## src/hdl/assert_macros.svh

```systemverilog
// ---------------------------------------------------------------------------
// Assertion macros used by the engine's datapath module
// Concurrent checks sampled on the rising clock edge.
// ---------------------------------------------------------------------------
`ifndef ASSERT_MACROS_SVH
`define ASSERT_MACROS_SVH

`ifndef SYNTH
// Check while out of reset
`define IALE_ASSERT(name, clk, rst_n, prop) \
    name: assert property (@(posedge clk) disable iff (!rst_n) prop) \
    else $error("iale assertion failed");
// Check at every edge, reset included
`define IALE_ASSERT_ALWAYS(name, clk, prop) \
    name: assert property (@(posedge clk) prop) \
    else $error("iale assertion failed");
`else
`define IALE_ASSERT(name, clk, rst_n, prop)
`define IALE_ASSERT_ALWAYS(name, clk, prop)
`endif

`endif

```

## src/hdl/iale_pkg.sv

```systemverilog
// ---------------------------------------------------------------------------
// iale_pkg
// Types, codes and sizes shared by the array list engine.
// ---------------------------------------------------------------------------
`timescale 1ns / 1ps

package iale_pkg;

    localparam int CAPACITY   = 64;
    localparam int WORD_WIDTH = 32;
    localparam int ADDR_W     = $clog2(CAPACITY);
    localparam int POS_W      = 7;
    localparam int EXT_W      = POS_W + 1;

    localparam logic [3:0] CMD_PUSH        = 4'd0;
    localparam logic [3:0] CMD_POP         = 4'd1;
    localparam logic [3:0] CMD_INSERT      = 4'd2;
    localparam logic [3:0] CMD_ERASE_ONE   = 4'd3;
    localparam logic [3:0] CMD_ERASE_RANGE = 4'd4;
    localparam logic [3:0] CMD_READ        = 4'd5;
    localparam logic [3:0] CMD_WRITE       = 4'd6;
    localparam logic [3:0] CMD_CLEAR       = 4'd7;
    localparam logic [3:0] CMD_RESIZE      = 4'd8;

    localparam logic [1:0] ST_OK    = 2'd0;
    localparam logic [1:0] ST_RANGE = 2'd1;
    localparam logic [1:0] ST_EMPTY = 2'd2;
    localparam logic [1:0] ST_FULL  = 2'd3;

    typedef struct packed {
        logic [3:0]            cmd;
        logic [POS_W-1:0]      position;
        logic [POS_W-1:0]      range_end;
        logic [POS_W-1:0]      amount;
        logic [WORD_WIDTH-1:0] value;
    } req_t;

    typedef struct packed {
        logic [1:0]            status;
        logic [WORD_WIDTH-1:0] read_value;
        logic [POS_W-1:0]      result_position;
        logic [POS_W-1:0]      length;
    } rsp_t;

    // Controller to datapath
    typedef struct packed {
        logic load;
        logic plan;
        logic mem_rd;
        logic move_wr;
        logic fill_wr;
        logic finish;
    } ctrl_cmd_t;

    // Datapath to controller
    typedef struct packed {
        logic rd_pending;
        logic moves_left;
        logic fills_left;
        logic out_free;
    } dp_stat_t;

endpackage

```

## src/hdl/iale_dp.sv

```systemverilog
// ---------------------------------------------------------------------------
// iale_dp
// Word storage, length, move and fill pointers, and the result register.
// ---------------------------------------------------------------------------
`timescale 1ns / 1ps
`include "assert_macros.svh"

module iale_dp (
    input  logic               clk,
    input  logic               rst_n,
    input  iale_pkg::req_t     req,
    input  iale_pkg::ctrl_cmd_t cmd,
    output iale_pkg::dp_stat_t stat,
    input  logic               rsp_stall,
    output logic               rsp_valid,
    output iale_pkg::rsp_t     rsp
);

    logic [iale_pkg::WORD_WIDTH-1:0] mem [iale_pkg::CAPACITY];

    iale_pkg::req_t                  item_reg;
    logic [iale_pkg::POS_W-1:0]      len_reg;
    logic [iale_pkg::POS_W-1:0]      src_reg;
    logic [iale_pkg::POS_W-1:0]      dst_reg;
    logic [iale_pkg::POS_W-1:0]      fptr_reg;
    logic [iale_pkg::POS_W-1:0]      mcnt_reg;
    logic [iale_pkg::POS_W-1:0]      fcnt_reg;
    logic                            up_reg;
    logic                            rd_pending_reg;
    logic                            rd_op_reg;
    logic [1:0]                      status_reg;
    logic [iale_pkg::POS_W-1:0]      rpos_reg;
    logic [iale_pkg::WORD_WIDTH-1:0] rdata_reg;
    logic                            out_valid_reg;
    iale_pkg::rsp_t                  rsp_reg;

    logic [1:0]                 p_status;
    logic [iale_pkg::POS_W-1:0] p_pos;
    logic [iale_pkg::POS_W-1:0] p_len;
    logic [iale_pkg::POS_W-1:0] p_mcnt;
    logic [iale_pkg::POS_W-1:0] p_src;
    logic [iale_pkg::POS_W-1:0] p_dst;
    logic                       p_up;
    logic [iale_pkg::POS_W-1:0] p_fptr;
    logic [iale_pkg::POS_W-1:0] p_fcnt;
    logic                       p_rd;

    logic [iale_pkg::EXT_W-1:0] len_e;
    logic [iale_pkg::EXT_W-1:0] pos_e;
    logic [iale_pkg::EXT_W-1:0] rend_e;
    logic [iale_pkg::EXT_W-1:0] amt_e;
    logic [iale_pkg::EXT_W-1:0] stop_e;
    logic [iale_pkg::EXT_W-1:0] cap_e;
    logic [iale_pkg::EXT_W-1:0] tmp_e;

    logic                            we;
    logic [iale_pkg::ADDR_W-1:0]     waddr;
    logic [iale_pkg::ADDR_W-1:0]     raddr;
    logic [iale_pkg::WORD_WIDTH-1:0] wdata;

    // Work out status, pointers and counts for the captured command
    always_comb
    begin
        len_e  = {1'b0, len_reg};
        pos_e  = {1'b0, item_reg.position};
        rend_e = {1'b0, item_reg.range_end};
        amt_e  = {1'b0, item_reg.amount};
        cap_e  = iale_pkg::EXT_W'(iale_pkg::CAPACITY);
        stop_e = (item_reg.cmd == iale_pkg::CMD_ERASE_ONE) ? pos_e + 1'b1 : rend_e;
        tmp_e  = '0;
        p_status = iale_pkg::ST_OK;
        p_pos    = '0;
        p_len    = len_reg;
        p_mcnt   = '0;
        p_src    = '0;
        p_dst    = '0;
        p_up     = 1'b0;
        p_fptr   = '0;
        p_fcnt   = '0;
        p_rd     = 1'b0;
        unique case (item_reg.cmd)
            iale_pkg::CMD_PUSH:
            begin
                if (len_e >= cap_e)
                begin
                    p_status = iale_pkg::ST_FULL;
                end
                else
                begin
                    p_fptr = len_reg;
                    p_fcnt = iale_pkg::POS_W'(1);
                    p_pos  = len_reg;
                    p_len  = len_reg + 1'b1;
                end
            end
            iale_pkg::CMD_POP:
            begin
                if (len_reg == '0)
                    p_status = iale_pkg::ST_EMPTY;
                else
                    p_len = len_reg - 1'b1;
            end
            iale_pkg::CMD_INSERT:
            begin
                if (pos_e > len_e)
                begin
                    p_status = iale_pkg::ST_RANGE;
                end
                else if (len_e + amt_e > cap_e)
                begin
                    p_status = iale_pkg::ST_FULL;
                end
                else
                begin
                    tmp_e  = len_e - pos_e;
                    p_mcnt = tmp_e[iale_pkg::POS_W-1:0];
                    p_src  = len_reg - 1'b1;
                    p_dst  = len_reg - 1'b1 + item_reg.amount;
                    p_fptr = item_reg.position;
                    p_fcnt = item_reg.amount;
                    p_len  = len_reg + item_reg.amount;
                    p_pos  = item_reg.position;
                end
            end
            iale_pkg::CMD_ERASE_ONE, iale_pkg::CMD_ERASE_RANGE:
            begin
                if (pos_e > stop_e || stop_e > len_e)
                begin
                    p_status = iale_pkg::ST_RANGE;
                end
                else
                begin
                    tmp_e  = len_e - stop_e;
                    p_mcnt = tmp_e[iale_pkg::POS_W-1:0];
                    p_src  = stop_e[iale_pkg::POS_W-1:0];
                    p_dst  = item_reg.position;
                    p_up   = 1'b1;
                    tmp_e  = len_e - (stop_e - pos_e);
                    p_len  = tmp_e[iale_pkg::POS_W-1:0];
                    p_pos  = item_reg.position;
                end
            end
            iale_pkg::CMD_READ:
            begin
                if (pos_e >= len_e)
                    p_status = iale_pkg::ST_RANGE;
                else
                    p_rd = 1'b1;
            end
            iale_pkg::CMD_WRITE:
            begin
                if (pos_e >= len_e)
                begin
                    p_status = iale_pkg::ST_RANGE;
                end
                else
                begin
                    p_fptr = item_reg.position;
                    p_fcnt = iale_pkg::POS_W'(1);
                end
            end
            iale_pkg::CMD_CLEAR:
            begin
                p_len = '0;
            end
            iale_pkg::CMD_RESIZE:
            begin
                if (amt_e > cap_e)
                begin
                    p_status = iale_pkg::ST_FULL;
                end
                else
                begin
                    p_fptr = len_reg;
                    p_fcnt = (amt_e > len_e) ? item_reg.amount - len_reg : '0;
                    p_len  = item_reg.amount;
                end
            end
            default:
            begin
                p_status = iale_pkg::ST_OK;
            end
        endcase
    end

    always_ff @(posedge clk)
    begin
        if (cmd.load)
            item_reg <= req;
    end

    always_ff @(posedge clk or negedge rst_n)
    begin
        if (!rst_n)
        begin
            len_reg        <= '0;
            src_reg        <= '0;
            dst_reg        <= '0;
            fptr_reg       <= '0;
            mcnt_reg       <= '0;
            fcnt_reg       <= '0;
            up_reg         <= 1'b0;
            rd_pending_reg <= 1'b0;
            rd_op_reg      <= 1'b0;
            status_reg     <= iale_pkg::ST_OK;
            rpos_reg       <= '0;
        end
        else if (cmd.plan)
        begin
            len_reg        <= p_len;
            src_reg        <= p_src;
            dst_reg        <= p_dst;
            fptr_reg       <= p_fptr;
            mcnt_reg       <= p_mcnt;
            fcnt_reg       <= p_fcnt;
            up_reg         <= p_up;
            rd_pending_reg <= p_rd;
            rd_op_reg      <= p_rd;
            status_reg     <= p_status;
            rpos_reg       <= p_pos;
        end
        else
        begin
            if (cmd.mem_rd)
                rd_pending_reg <= 1'b0;
            // Advance move pointers one word per write
            if (cmd.move_wr)
            begin
                src_reg  <= up_reg ? src_reg + 1'b1 : src_reg - 1'b1;
                dst_reg  <= up_reg ? dst_reg + 1'b1 : dst_reg - 1'b1;
                mcnt_reg <= mcnt_reg - 1'b1;
            end
            if (cmd.fill_wr)
            begin
                fptr_reg <= fptr_reg + 1'b1;
                fcnt_reg <= fcnt_reg - 1'b1;
            end
        end
    end

    assign we    = cmd.move_wr | cmd.fill_wr;
    assign waddr = cmd.move_wr ? dst_reg[iale_pkg::ADDR_W-1:0] : fptr_reg[iale_pkg::ADDR_W-1:0];
    assign wdata = cmd.move_wr ? rdata_reg : item_reg.value;
    assign raddr = rd_pending_reg ? item_reg.position[iale_pkg::ADDR_W-1:0]
                                  : src_reg[iale_pkg::ADDR_W-1:0];

    always_ff @(posedge clk)
    begin
        if (we)
            mem[waddr] <= wdata;
        if (cmd.mem_rd)
            rdata_reg <= mem[raddr];
    end

    always_ff @(posedge clk or negedge rst_n)
    begin
        if (!rst_n)
            out_valid_reg <= 1'b0;
        else if (cmd.finish)
            out_valid_reg <= 1'b1;
        else if (!rsp_stall)
            out_valid_reg <= 1'b0;
    end

    always_ff @(posedge clk)
    begin
        if (cmd.finish)
        begin
            rsp_reg.status          <= status_reg;
            rsp_reg.read_value      <= rd_op_reg ? rdata_reg : '0;
            rsp_reg.result_position <= rpos_reg;
            rsp_reg.length          <= len_reg;
        end
    end

    assign rsp_valid       = out_valid_reg;
    assign rsp             = rsp_reg;
    assign stat.rd_pending = rd_pending_reg;
    assign stat.moves_left = (mcnt_reg != '0);
    assign stat.fills_left = (fcnt_reg != '0);
    assign stat.out_free   = !out_valid_reg || !rsp_stall;

    `IALE_ASSERT_ALWAYS(a_len_in_cap, clk,
        {1'b0, len_reg} <= iale_pkg::EXT_W'(iale_pkg::CAPACITY))
    `IALE_ASSERT(a_one_writer, clk, rst_n, !(cmd.move_wr && cmd.fill_wr))
    `IALE_ASSERT(a_fill_counted, clk, rst_n, cmd.fill_wr |-> fcnt_reg != '0)
    `IALE_ASSERT(a_move_counted, clk, rst_n, cmd.move_wr |-> mcnt_reg != '0)

endmodule

```

## src/hdl/iale_ctrl.sv

```systemverilog
// ---------------------------------------------------------------------------
// iale_ctrl
// Sequencer: plan, read, move and fill steps, then hand over the result.
// ---------------------------------------------------------------------------
`timescale 1ns / 1ps

module iale_ctrl (
    input  logic                clk,
    input  logic                rst_n,
    input  logic                req_valid,
    output logic                req_stall,
    input  iale_pkg::dp_stat_t  stat,
    output iale_pkg::ctrl_cmd_t cmd
);

    localparam logic [2:0] S_IDLE    = 3'd0;
    localparam logic [2:0] S_PLAN    = 3'd1;
    localparam logic [2:0] S_RUN     = 3'd2;
    localparam logic [2:0] S_RD      = 3'd3;
    localparam logic [2:0] S_MOVE_RD = 3'd4;
    localparam logic [2:0] S_MOVE_WR = 3'd5;
    localparam logic [2:0] S_FILL    = 3'd6;
    localparam logic [2:0] S_DONE    = 3'd7;

    logic [2:0] state_reg;
    logic [2:0] state_next;

    always_comb
    begin
        state_next = state_reg;
        cmd        = '0;
        unique case (state_reg)
            S_IDLE:
            begin
                if (req_valid)
                begin
                    cmd.load   = 1'b1;
                    state_next = S_PLAN;
                end
            end
            S_PLAN:
            begin
                cmd.plan   = 1'b1;
                state_next = S_RUN;
            end
            S_RUN:
            begin
                if (stat.rd_pending)
                    state_next = S_RD;
                else if (stat.moves_left)
                    state_next = S_MOVE_RD;
                else if (stat.fills_left)
                    state_next = S_FILL;
                else
                    state_next = S_DONE;
            end
            S_RD:
            begin
                cmd.mem_rd = 1'b1;
                state_next = S_RUN;
            end
            S_MOVE_RD:
            begin
                cmd.mem_rd = 1'b1;
                state_next = S_MOVE_WR;
            end
            S_MOVE_WR:
            begin
                cmd.move_wr = 1'b1;
                state_next  = S_RUN;
            end
            S_FILL:
            begin
                cmd.fill_wr = 1'b1;
                state_next  = S_RUN;
            end
            S_DONE:
            begin
                if (stat.out_free)
                begin
                    cmd.finish = 1'b1;
                    state_next = S_IDLE;
                end
            end
            default:
            begin
                state_next = S_IDLE;
            end
        endcase
    end

    always_ff @(posedge clk or negedge rst_n)
    begin
        if (!rst_n)
            state_reg <= S_IDLE;
        else
            state_reg <= state_next;
    end

    assign req_stall = (state_reg != S_IDLE);

endmodule

```

## src/hdl/indexed_array_list_engine_unit.sv

```systemverilog
// Sequence: the command beat is captured and planned; a read command then reads the word
// store, each word moved by insert or erase is read and then written, and each word written
// by push, write, insert fill or resize fill takes one write; the result is then loaded
// into the output register once it is free. Only one command is in flight; the next
// beat is taken the cycle after the result is loaded into the output register, even
// while that result still waits. A move is one read then one write to the word store.
// Reset: length cleared at once; word contents stay undefined, no clearing pass.
// ---------------------------------------------------------------------------
// indexed_array_list_engine_unit
// Fixed-capacity ordered word list with push, pop, insert, erase, read,
// write, clear and resize; one result beat per command beat.
// ---------------------------------------------------------------------------
`timescale 1ns / 1ps

module indexed_array_list_engine_unit (
    input  logic           clk,
    input  logic           rst_n,
    input  logic           req_valid,
    output logic           req_stall,
    input  iale_pkg::req_t req,
    output logic           rsp_valid,
    input  logic           rsp_stall,
    output iale_pkg::rsp_t rsp
);

    iale_pkg::ctrl_cmd_t cmd;
    iale_pkg::dp_stat_t  stat;

    // Sequencer: decides which step runs each cycle
    iale_ctrl u_ctrl (
        .clk       (clk),
        .rst_n     (rst_n),
        .req_valid (req_valid),
        .req_stall (req_stall),
        .stat      (stat),
        .cmd       (cmd)
    );

    // Storage, pointers and result register
    iale_dp u_dp (
        .clk       (clk),
        .rst_n     (rst_n),
        .req       (req),
        .cmd       (cmd),
        .stat      (stat),
        .rsp_stall (rsp_stall),
        .rsp_valid (rsp_valid),
        .rsp       (rsp)
    );

endmodule

```

## config.mk

```make
export PLATFORM = sky130hd
export DESIGN_NAME = indexed_array_list_engine_unit
export DESIGN_NICKNAME = d
export VERILOG_FILES = /design/src/hdl/iale_pkg.sv /design/src/hdl/iale_dp.sv /design/src/hdl/iale_ctrl.sv /design/src/hdl/indexed_array_list_engine_unit.sv
export VERILOG_INCLUDE_DIRS = /design/src /design/src/hdl
export SDC_FILE = /design/constraint.sdc
export NUM_CORES = 2
export LEC_CHECK = 0
export CAP_MARGIN = 15
export CORE_MARGIN = 4
export CORE_UTILIZATION = 40
export DETAILED_ROUTE_END_ITERATION = 8
export DONT_BUFFER_PORTS = 1
export GPL_TIMING_DRIVEN = 1
export PLACE_DENSITY = 0.52
export SKIP_CTS_REPAIR_TIMING = 1
export SLEW_MARGIN = 25
export SYNTH_ARGS = -nofsm -noshare
export SYNTH_HDL_FRONTEND = slang
export SYNTH_SLANG_ARGS = --single-unit
```

## constraint.sdc

```tcl
create_clock -name clk -period 9.61 [get_ports clk]
set_input_delay 1.922 -clock clk [delete_from_list [all_inputs] [get_ports clk]]
set_output_delay 1.922 -clock clk [all_outputs]
set_load 0.02 [all_outputs]
```

# Word-level counts from Yosys, hierarchy flattened
# Memory sizes are Yosys's and may differ from the RTL's. A register that Yosys moved wholly into a read port is not among the register bits.
# Index checks and enable logic that the tools add are counted.
[totals]
register_bits = 163
latchBits = 0
ram_bits = 2048
romBits = 0
out_inout_bits = 50
wordCells = 175
n_memories = 1
[mem_list]
columns = ["name", "words", "word_bits", "read_ports", "rd_clocked_by_memory_dff", "write_ports", "line", "text"]
rows = [
  ["u_dp.mem", 64, 32, 1, 1, 1, "iale_dp.sv:19", "logic [iale_pkg::WORD_WIDTH-1:0] mem [iale_pkg::CAPACITY];"],
]
[classes]
addsub = 18
mul = 0
n_div = 0
n_lt_le_gt_ge = 8
eq_ne = 24
n_shift = 0
muxes = 81
bitwise = 1
n_reduce_logical = 20
[op_table]
columns = ["op", "n"]
rows = [
  ["$mux 7", 36],
  ["$pmux 7 s4", 2],
  ["$pmux 7 s2", 3],
  ["$pmux 7 s6", 1],
  ["$sub 7x1->7 const B", 5],
  ["$sub 7x7->7", 5],
  ["$mux 32", 1],
  ["$add 7x1->7 const B", 4],
  ["$mux 1", 23],
  ["$pmux 7 s3", 1],
  ["$eq 4x3->1 const B", 4],
  ["$ne 2x2->1 const B", 8],
  ["$pmux 3 s5", 1],
  ["$add 7x7->7", 2],
  ["$gt 7x7->1", 2],
  ["$reduce_bool 7->1", 2],
  ["$eq 3x3->1 const B", 4],
  ["$mux 2", 6],
  ["$mux 6", 2],
  ["$pmux 2 s6", 1],
  ["$mux 3", 3],
  ["$add 7x1->8 const B", 1],
  ["$add 7x7->8", 1],
  ["$eq 4x2->1 const B", 2],
  ["other kinds (25)", 32],
]

# Depth between registers and ports, before layout
[logic_depth]
word_depth = 7
depth_mapped = 16
depth_no_buf = 14

# Modules after synthesis
# A second synthesis with hierarchy kept.
[unflattened]
hier_cells = 4626
area_unflattened_um2 = 89784.9
[by_module_without_submodules]
columns = ["mod", "n_inst", "cells_per_inst", "area_per_inst_um2", "seq_area_each_um2"]
rows = [
  ["iale_dp", 1, 4598, 89558.4, 66914.2],
  ["iale_ctrl", 1, 28, 226.5, 75.1],
]

# Worst setup path after synthesis
# OpenSTA, ideal clock, no wires.
[synth_timing]
path_kind = "input port to flip-flop"
from = "input rsp_stall"
to = "register u_ctrl.state_reg[1]"
arrival_time_ns = 4.616
t_required_ns = 9.351
path_slack_ns = 4.735
path_stages = 2
path_cell_list = "a21oi_1 -> o21ai_0"
[synth_via]
elab_chain_cells = 4
[synth_lines]
columns = ["element", "line", "text"]
rows = [
  ["start: declaration", "indexed_array_list_engine_unit.sv:22", "input logic rsp_stall,"],
  ["$logic_not 1->1", "-", ""],
  ["$logic_or 1x1->1", "iale_dp.sv:281", "assign stat.out_free = !out_valid_reg || !rsp_stall;"],
  ["$ne 2x2->1 (no source line)", "-", ""],
  ["$reduce_and 2->1 (no source line)", "-", ""],
  ["end signal: assignment", "iale_ctrl.sv:97", "state_reg <= state_next;"],
  ["end: declaration", "iale_ctrl.sv:25", "logic [2:0] state_reg;"],
]
# No other way between the ends.
# A chain may end at the register's enable or synchronous reset.

# Final worst setup path
[layout_timing]
from = "register u_dp.rd_pending_reg"
to = "register u_dp.rdata_reg[26] (netlist bit), read port of u_dp.mem, data pin"
[layout_via]
elab_chain_cells = 1
[layout_lines]
columns = ["element", "line", "text"]
rows = [
  ["start: declaration", "iale_dp.sv:29", "logic rd_pending_reg;"],
  ["start signal: assignment", "iale_dp.sv:217", "rd_pending_reg <= p_rd;"],
  ["$mux 6", "iale_dp.sv:244", "assign raddr = rd_pending_reg ? item_reg.position[iale_pkg::ADDR_W-1:0]"],
  ["end: declaration", "iale_dp.sv:33", "logic [iale_pkg::WORD_WIDTH-1:0] rdata_reg;"],
]
# No other way between the ends.

==> results <==
- The flow ran to the end, and the final reports show no timing, DRC or antenna violations.
- The number of CTS-inserted buffers is between 200 and 250.
- Before antenna repair, the detailed router went through 6 iterations.
- The global-route wire length before repair is around 360 mm.
- The worst max-slew margin expressed relative to the limit is 0.184.
- The flip-flop count of the largest register, all copies and words added is between 2,000 and 2,500.
- The worst clock skew is 61.0 ps.
- The final hold violation count is 0.
- The die outline area is 0.232 mm2.
- In the global route stage, met2 resource usage came out at 0.348.
- Max-cap violations in this run came to 0.
- The post-detailed-placement half-perimeter wirelength is around 140 mm.
- In the final layout, the share of cells above drive strength 1 is 0.218.
- For the pin with the worst max-slew slack, the measured transition is between 1000 and 1500 ps.
- The number of antenna violations at the first check in global routing is 10.
- The count of endpoints failing setup in the final report is 0.
- In the layout the commonest cells are 2,185 x sky130_fd_sc_hd__edfxtp_1, 615 x sky130_fd_sc_hd__nand2_1, 513 x sky130_fd_sc_hd__mux4_2, 227 x sky130_fd_sc_hd__clkbuf_16, 145 x sky130_fd_sc_hd__buf_4.
- The buffer depth of the longest clock path is 3.
- The count of synthesis-stage warnings from yosys is 0.
- The initial utilization of the core area, before any placement, comes to 0.403.
- The row count is roughly 170.
- For this run, design rule violations remaining after detail routing come to 0.
- Wires add up to 256 mm.
- The xor-xnor portion of the synthesized cell area is 0.00458.
- The total nets after synthesis is just under 5,000.
- The portion of the clock cycle consumed by the worst path in the final layout is 0.618.
- The weighted congestion at the end of routability-driven global placement is approximately 0.84.
- TritonCTS built the clock tree.
- The maximum number of pins on one net before global-route repair is between 100 and 150.
- Measured along the x axis, the die boundary spans between 400 and 500 um.
- By startpoint and endpoint, the worst setup path is classified as flip-flop to flip-flop.
- The clock latency on the worst-skew pair is around 860 ps.
- After synthesis, the netlist uses 82 different library cells.
- VDD sags by at most roughly 0.23 mV.
- The arrival time reported for the critical path endpoint is approximately 6600 ps.
- Clock-pin slew was measured on the worst setup and hold paths at ~60 ps.
- The clock root buffer is sky130_fd_sc_hd__clkbuf_16.
- Using the TritonRoute via totals, the vias-per-cell ratio works out to 5.84.
- The top-level I/O count is between 100 and 150.
- After synthesis, the largest family of logic cells by area is multiplexers.
- The via count of the first global-routing pass came to about 47,000.
- The final-layout setup total negative slack is 0 ps.
- The H-tree level count is 4.
- After synthesis the cells add up to between 0.08 and 0.09 mm2.
- In this run the worst path has a maximum fanout of 40.
- The routed wire length per instance is 31.5 um.
- The proportion of synthesized chip area in sequential cells is 0.745.
- The multiplexer share of the synthesized area is 0.132.
- met2 is the most crowded layer.
- The share of synthesized cell area in full adder, half adder and majority cells is 0.0127.
- The most common cell after layout, fill and taps aside is sky130_fd_sc_hd__edfxtp_1.
- The nature of the critical path endpoint is a flip-flop.
- The filler cells instantiated in the layout total between 15,000 and 20,000.
- The area growth from synthesis to layout is 13.2%.
- The placeable core area is 0.223 mm2.
- Based on the critical path, the design can be clocked at up to ~0.17 GHz.
- For this design, the sink count on the clock tree is between 2,000 and 2,500.
- The most area-hungry cell type in the Yosys netlist is sky130_fd_sc_hd__edfxtp_1.
- Before CTS, the worst setup slack after placement is around 3600 ps.
- The post-synthesis compound-gate area fraction is 0.0394.
- Subtracting the final worst setup slack from the clock period gives around 6000 ps.
- The final-stage net count is 5,092.
- The detail route stage leaves a number of antenna-violating nets equal to 0.
- The met3 global-route usage is 0.0357.
- Among all flip-flop cells after synthesis, the most frequent one is sky130_fd_sc_hd__edfxtp_1.
- Port buffering added 0 buffers.
- The number of enable flip-flop cells after synthesis is roughly 2,200.
- The kind of start point of the critical path is a flip-flop.
- The fraction of synthesized cell area taken by the top area cell type is 0.730.
- The path class of the tightest hold or removal check is flip-flop to flip-flop.
- Ranked by total cell area, the synthesized netlist is headed by sky130_fd_sc_hd__edfxtp_1 73%, sky130_fd_sc_hd__mux4_2 13%, sky130_fd_sc_hd__nand2_1 2.7%, sky130_fd_sc_hd__dfrtp_1 1.5%, sky130_fd_sc_hd__ha_1 1.0%.
- In this run, the number of DRC markers left after iteration 0 of detailed routing was 5,283.
- The minimum setup slack in the final design is about 3700 ps.
- The global routing usage on met1 is 0.317.
- The cell count after synthesis is 4,823.
- The via count is approximately 47,000.
- The residual overflow from global routing is 0.
- The required time of the critical path is 10,220 ps.
- The area fraction in and, or, nand and nor cells after synthesis is 0.0526.
- The register bit total from synthesis is between 2,000 and 2,500.
- Dividing the synthesized area by the synthesized cell count gives around 19 um2.
- The combined global-route utilization of all metal layers is 0.218.
- The number of max-slew violations in the final report is 0.
- Setup repair after global routing left no endpoint under its margin.
- In this run the power density over the cells is between 200 and 300 mW/mm2.
- In this run the static leakage power is roughly 33 nW.
- The die extent in y is between 400 and 500 um.
- Counting flops with an async set or reset pin after synthesis yields a share of 0.0246.
[final timing paths]
check	cells past startpoint	startpoint	endpoint	slack, ps
worst max-delay path	9	u_dp.rd_pending_reg	u_dp.rdata_reg[26]	3670
worst min-delay path	0	u_dp.status_reg[0]	u_dp.rsp[46]	450
worst max register to register	9	u_dp.rd_pending_reg	u_dp.rdata_reg[26]	3670
worst min register to register	0	u_dp.status_reg[0]	u_dp.rsp[46]	450
max in group asynchronous	0	rst_n	u_dp.mcnt_reg[5]	8690
min in group asynchronous	0	rst_n	u_dp.rpos_reg[6]	760
[cell type report]
cell class | instances | area (um2) | area share
Sequential cell | 2240 | 67000 | 0.658
Multi-Input combinational cell | 2271 | 22400 | 0.220
Clock buffer | 279 | 5940 | 0.0583
Tap cell | 2975 | 3720 | 0.0366
Timing Repair Buffer | 156 | 1300 | 0.0128
Clock inverter | 140 | 1190 | 0.0117
Inverter | 53 | 199 | 0.00196
Antenna cell | 9 | 22.5 | 0.000221
[through the flow]
step	area (um2)	total power, mW	instances	hold WS [ps]	util
after floorplan	89900	17.8	4823	425	-
after global routing	102000	30.9	8116	462	0.456
after CTS	102000	30.0	8114	451	0.456
after detailed placement	94600	21.5	7695	437	0.424
final	102000	29.7	8123	451	0.456
after global placement	94600	21.4	7694	434	0.424
[synthesized netlist by cell type (46+ instances only)]
library cell,number
sky130_fd_sc_hd__a211oi_1,80
sky130_fd_sc_hd__a21oi_1,58
sky130_fd_sc_hd__a31oi_1,80
sky130_fd_sc_hd__and2_1,103
sky130_fd_sc_hd__buf_2,58
sky130_fd_sc_hd__clkbuf_1,176
sky130_fd_sc_hd__dfrtp_1,55
sky130_fd_sc_hd__edfxtp_1,2185
sky130_fd_sc_hd__ha_1,72
sky130_fd_sc_hd__inv_1,53
sky130_fd_sc_hd__mux4_2,513
sky130_fd_sc_hd__nand2_1,648
sky130_fd_sc_hd__nand3_1,91
sky130_fd_sc_hd__nor2_1,128
sky130_fd_sc_hd__o21ai_0,89
sky130_fd_sc_hd__o22ai_1,46
[where the power goes]
part,internal (mW),leakage (nW),switching (mW),total (mW)
Combinational,3.01,8.79,5.86,8.87
Clock,4.76,3.49,3.76,8.52
Sequential,11.9,20.4,0.410,12.4
[cell families (layout without fill, tap and decap cells)]
group                      count (synthesis)  count (layout)
other                                      0               9
buffers and inverters                    312             628
adders and majority gates                 84              84
AOI/OAI and AO/OA                        523             523
xor gates and xnor gates                  47              47
DFF                                     2240            2240
and+or+nand+nor                         1077            1077
muxes                                    540             540
[worst max-delay path: stages (launching register included)]
cell	delay [ps]
sky130_fd_sc_hd__dfrtp_1	900
sky130_fd_sc_hd__mux2i_4	890
sky130_fd_sc_hd__buf_4	500
sky130_fd_sc_hd__buf_4	730
sky130_fd_sc_hd__mux4_2	590
sky130_fd_sc_hd__nand2_1	80
sky130_fd_sc_hd__nand2_1	60
sky130_fd_sc_hd__o21ai_0	870
sky130_fd_sc_hd__o22ai_1	570
sky130_fd_sc_hd__a221o_1	400
[metal layers]
layer	vias to the layer above	part of all wire
met5	-	0
met4	0	0.022
met3	319	0.062
met2	1655	0.48
met1	25700	0.44
li1	19700	-
No activity file was read; power rests on OpenSTA's default activity.
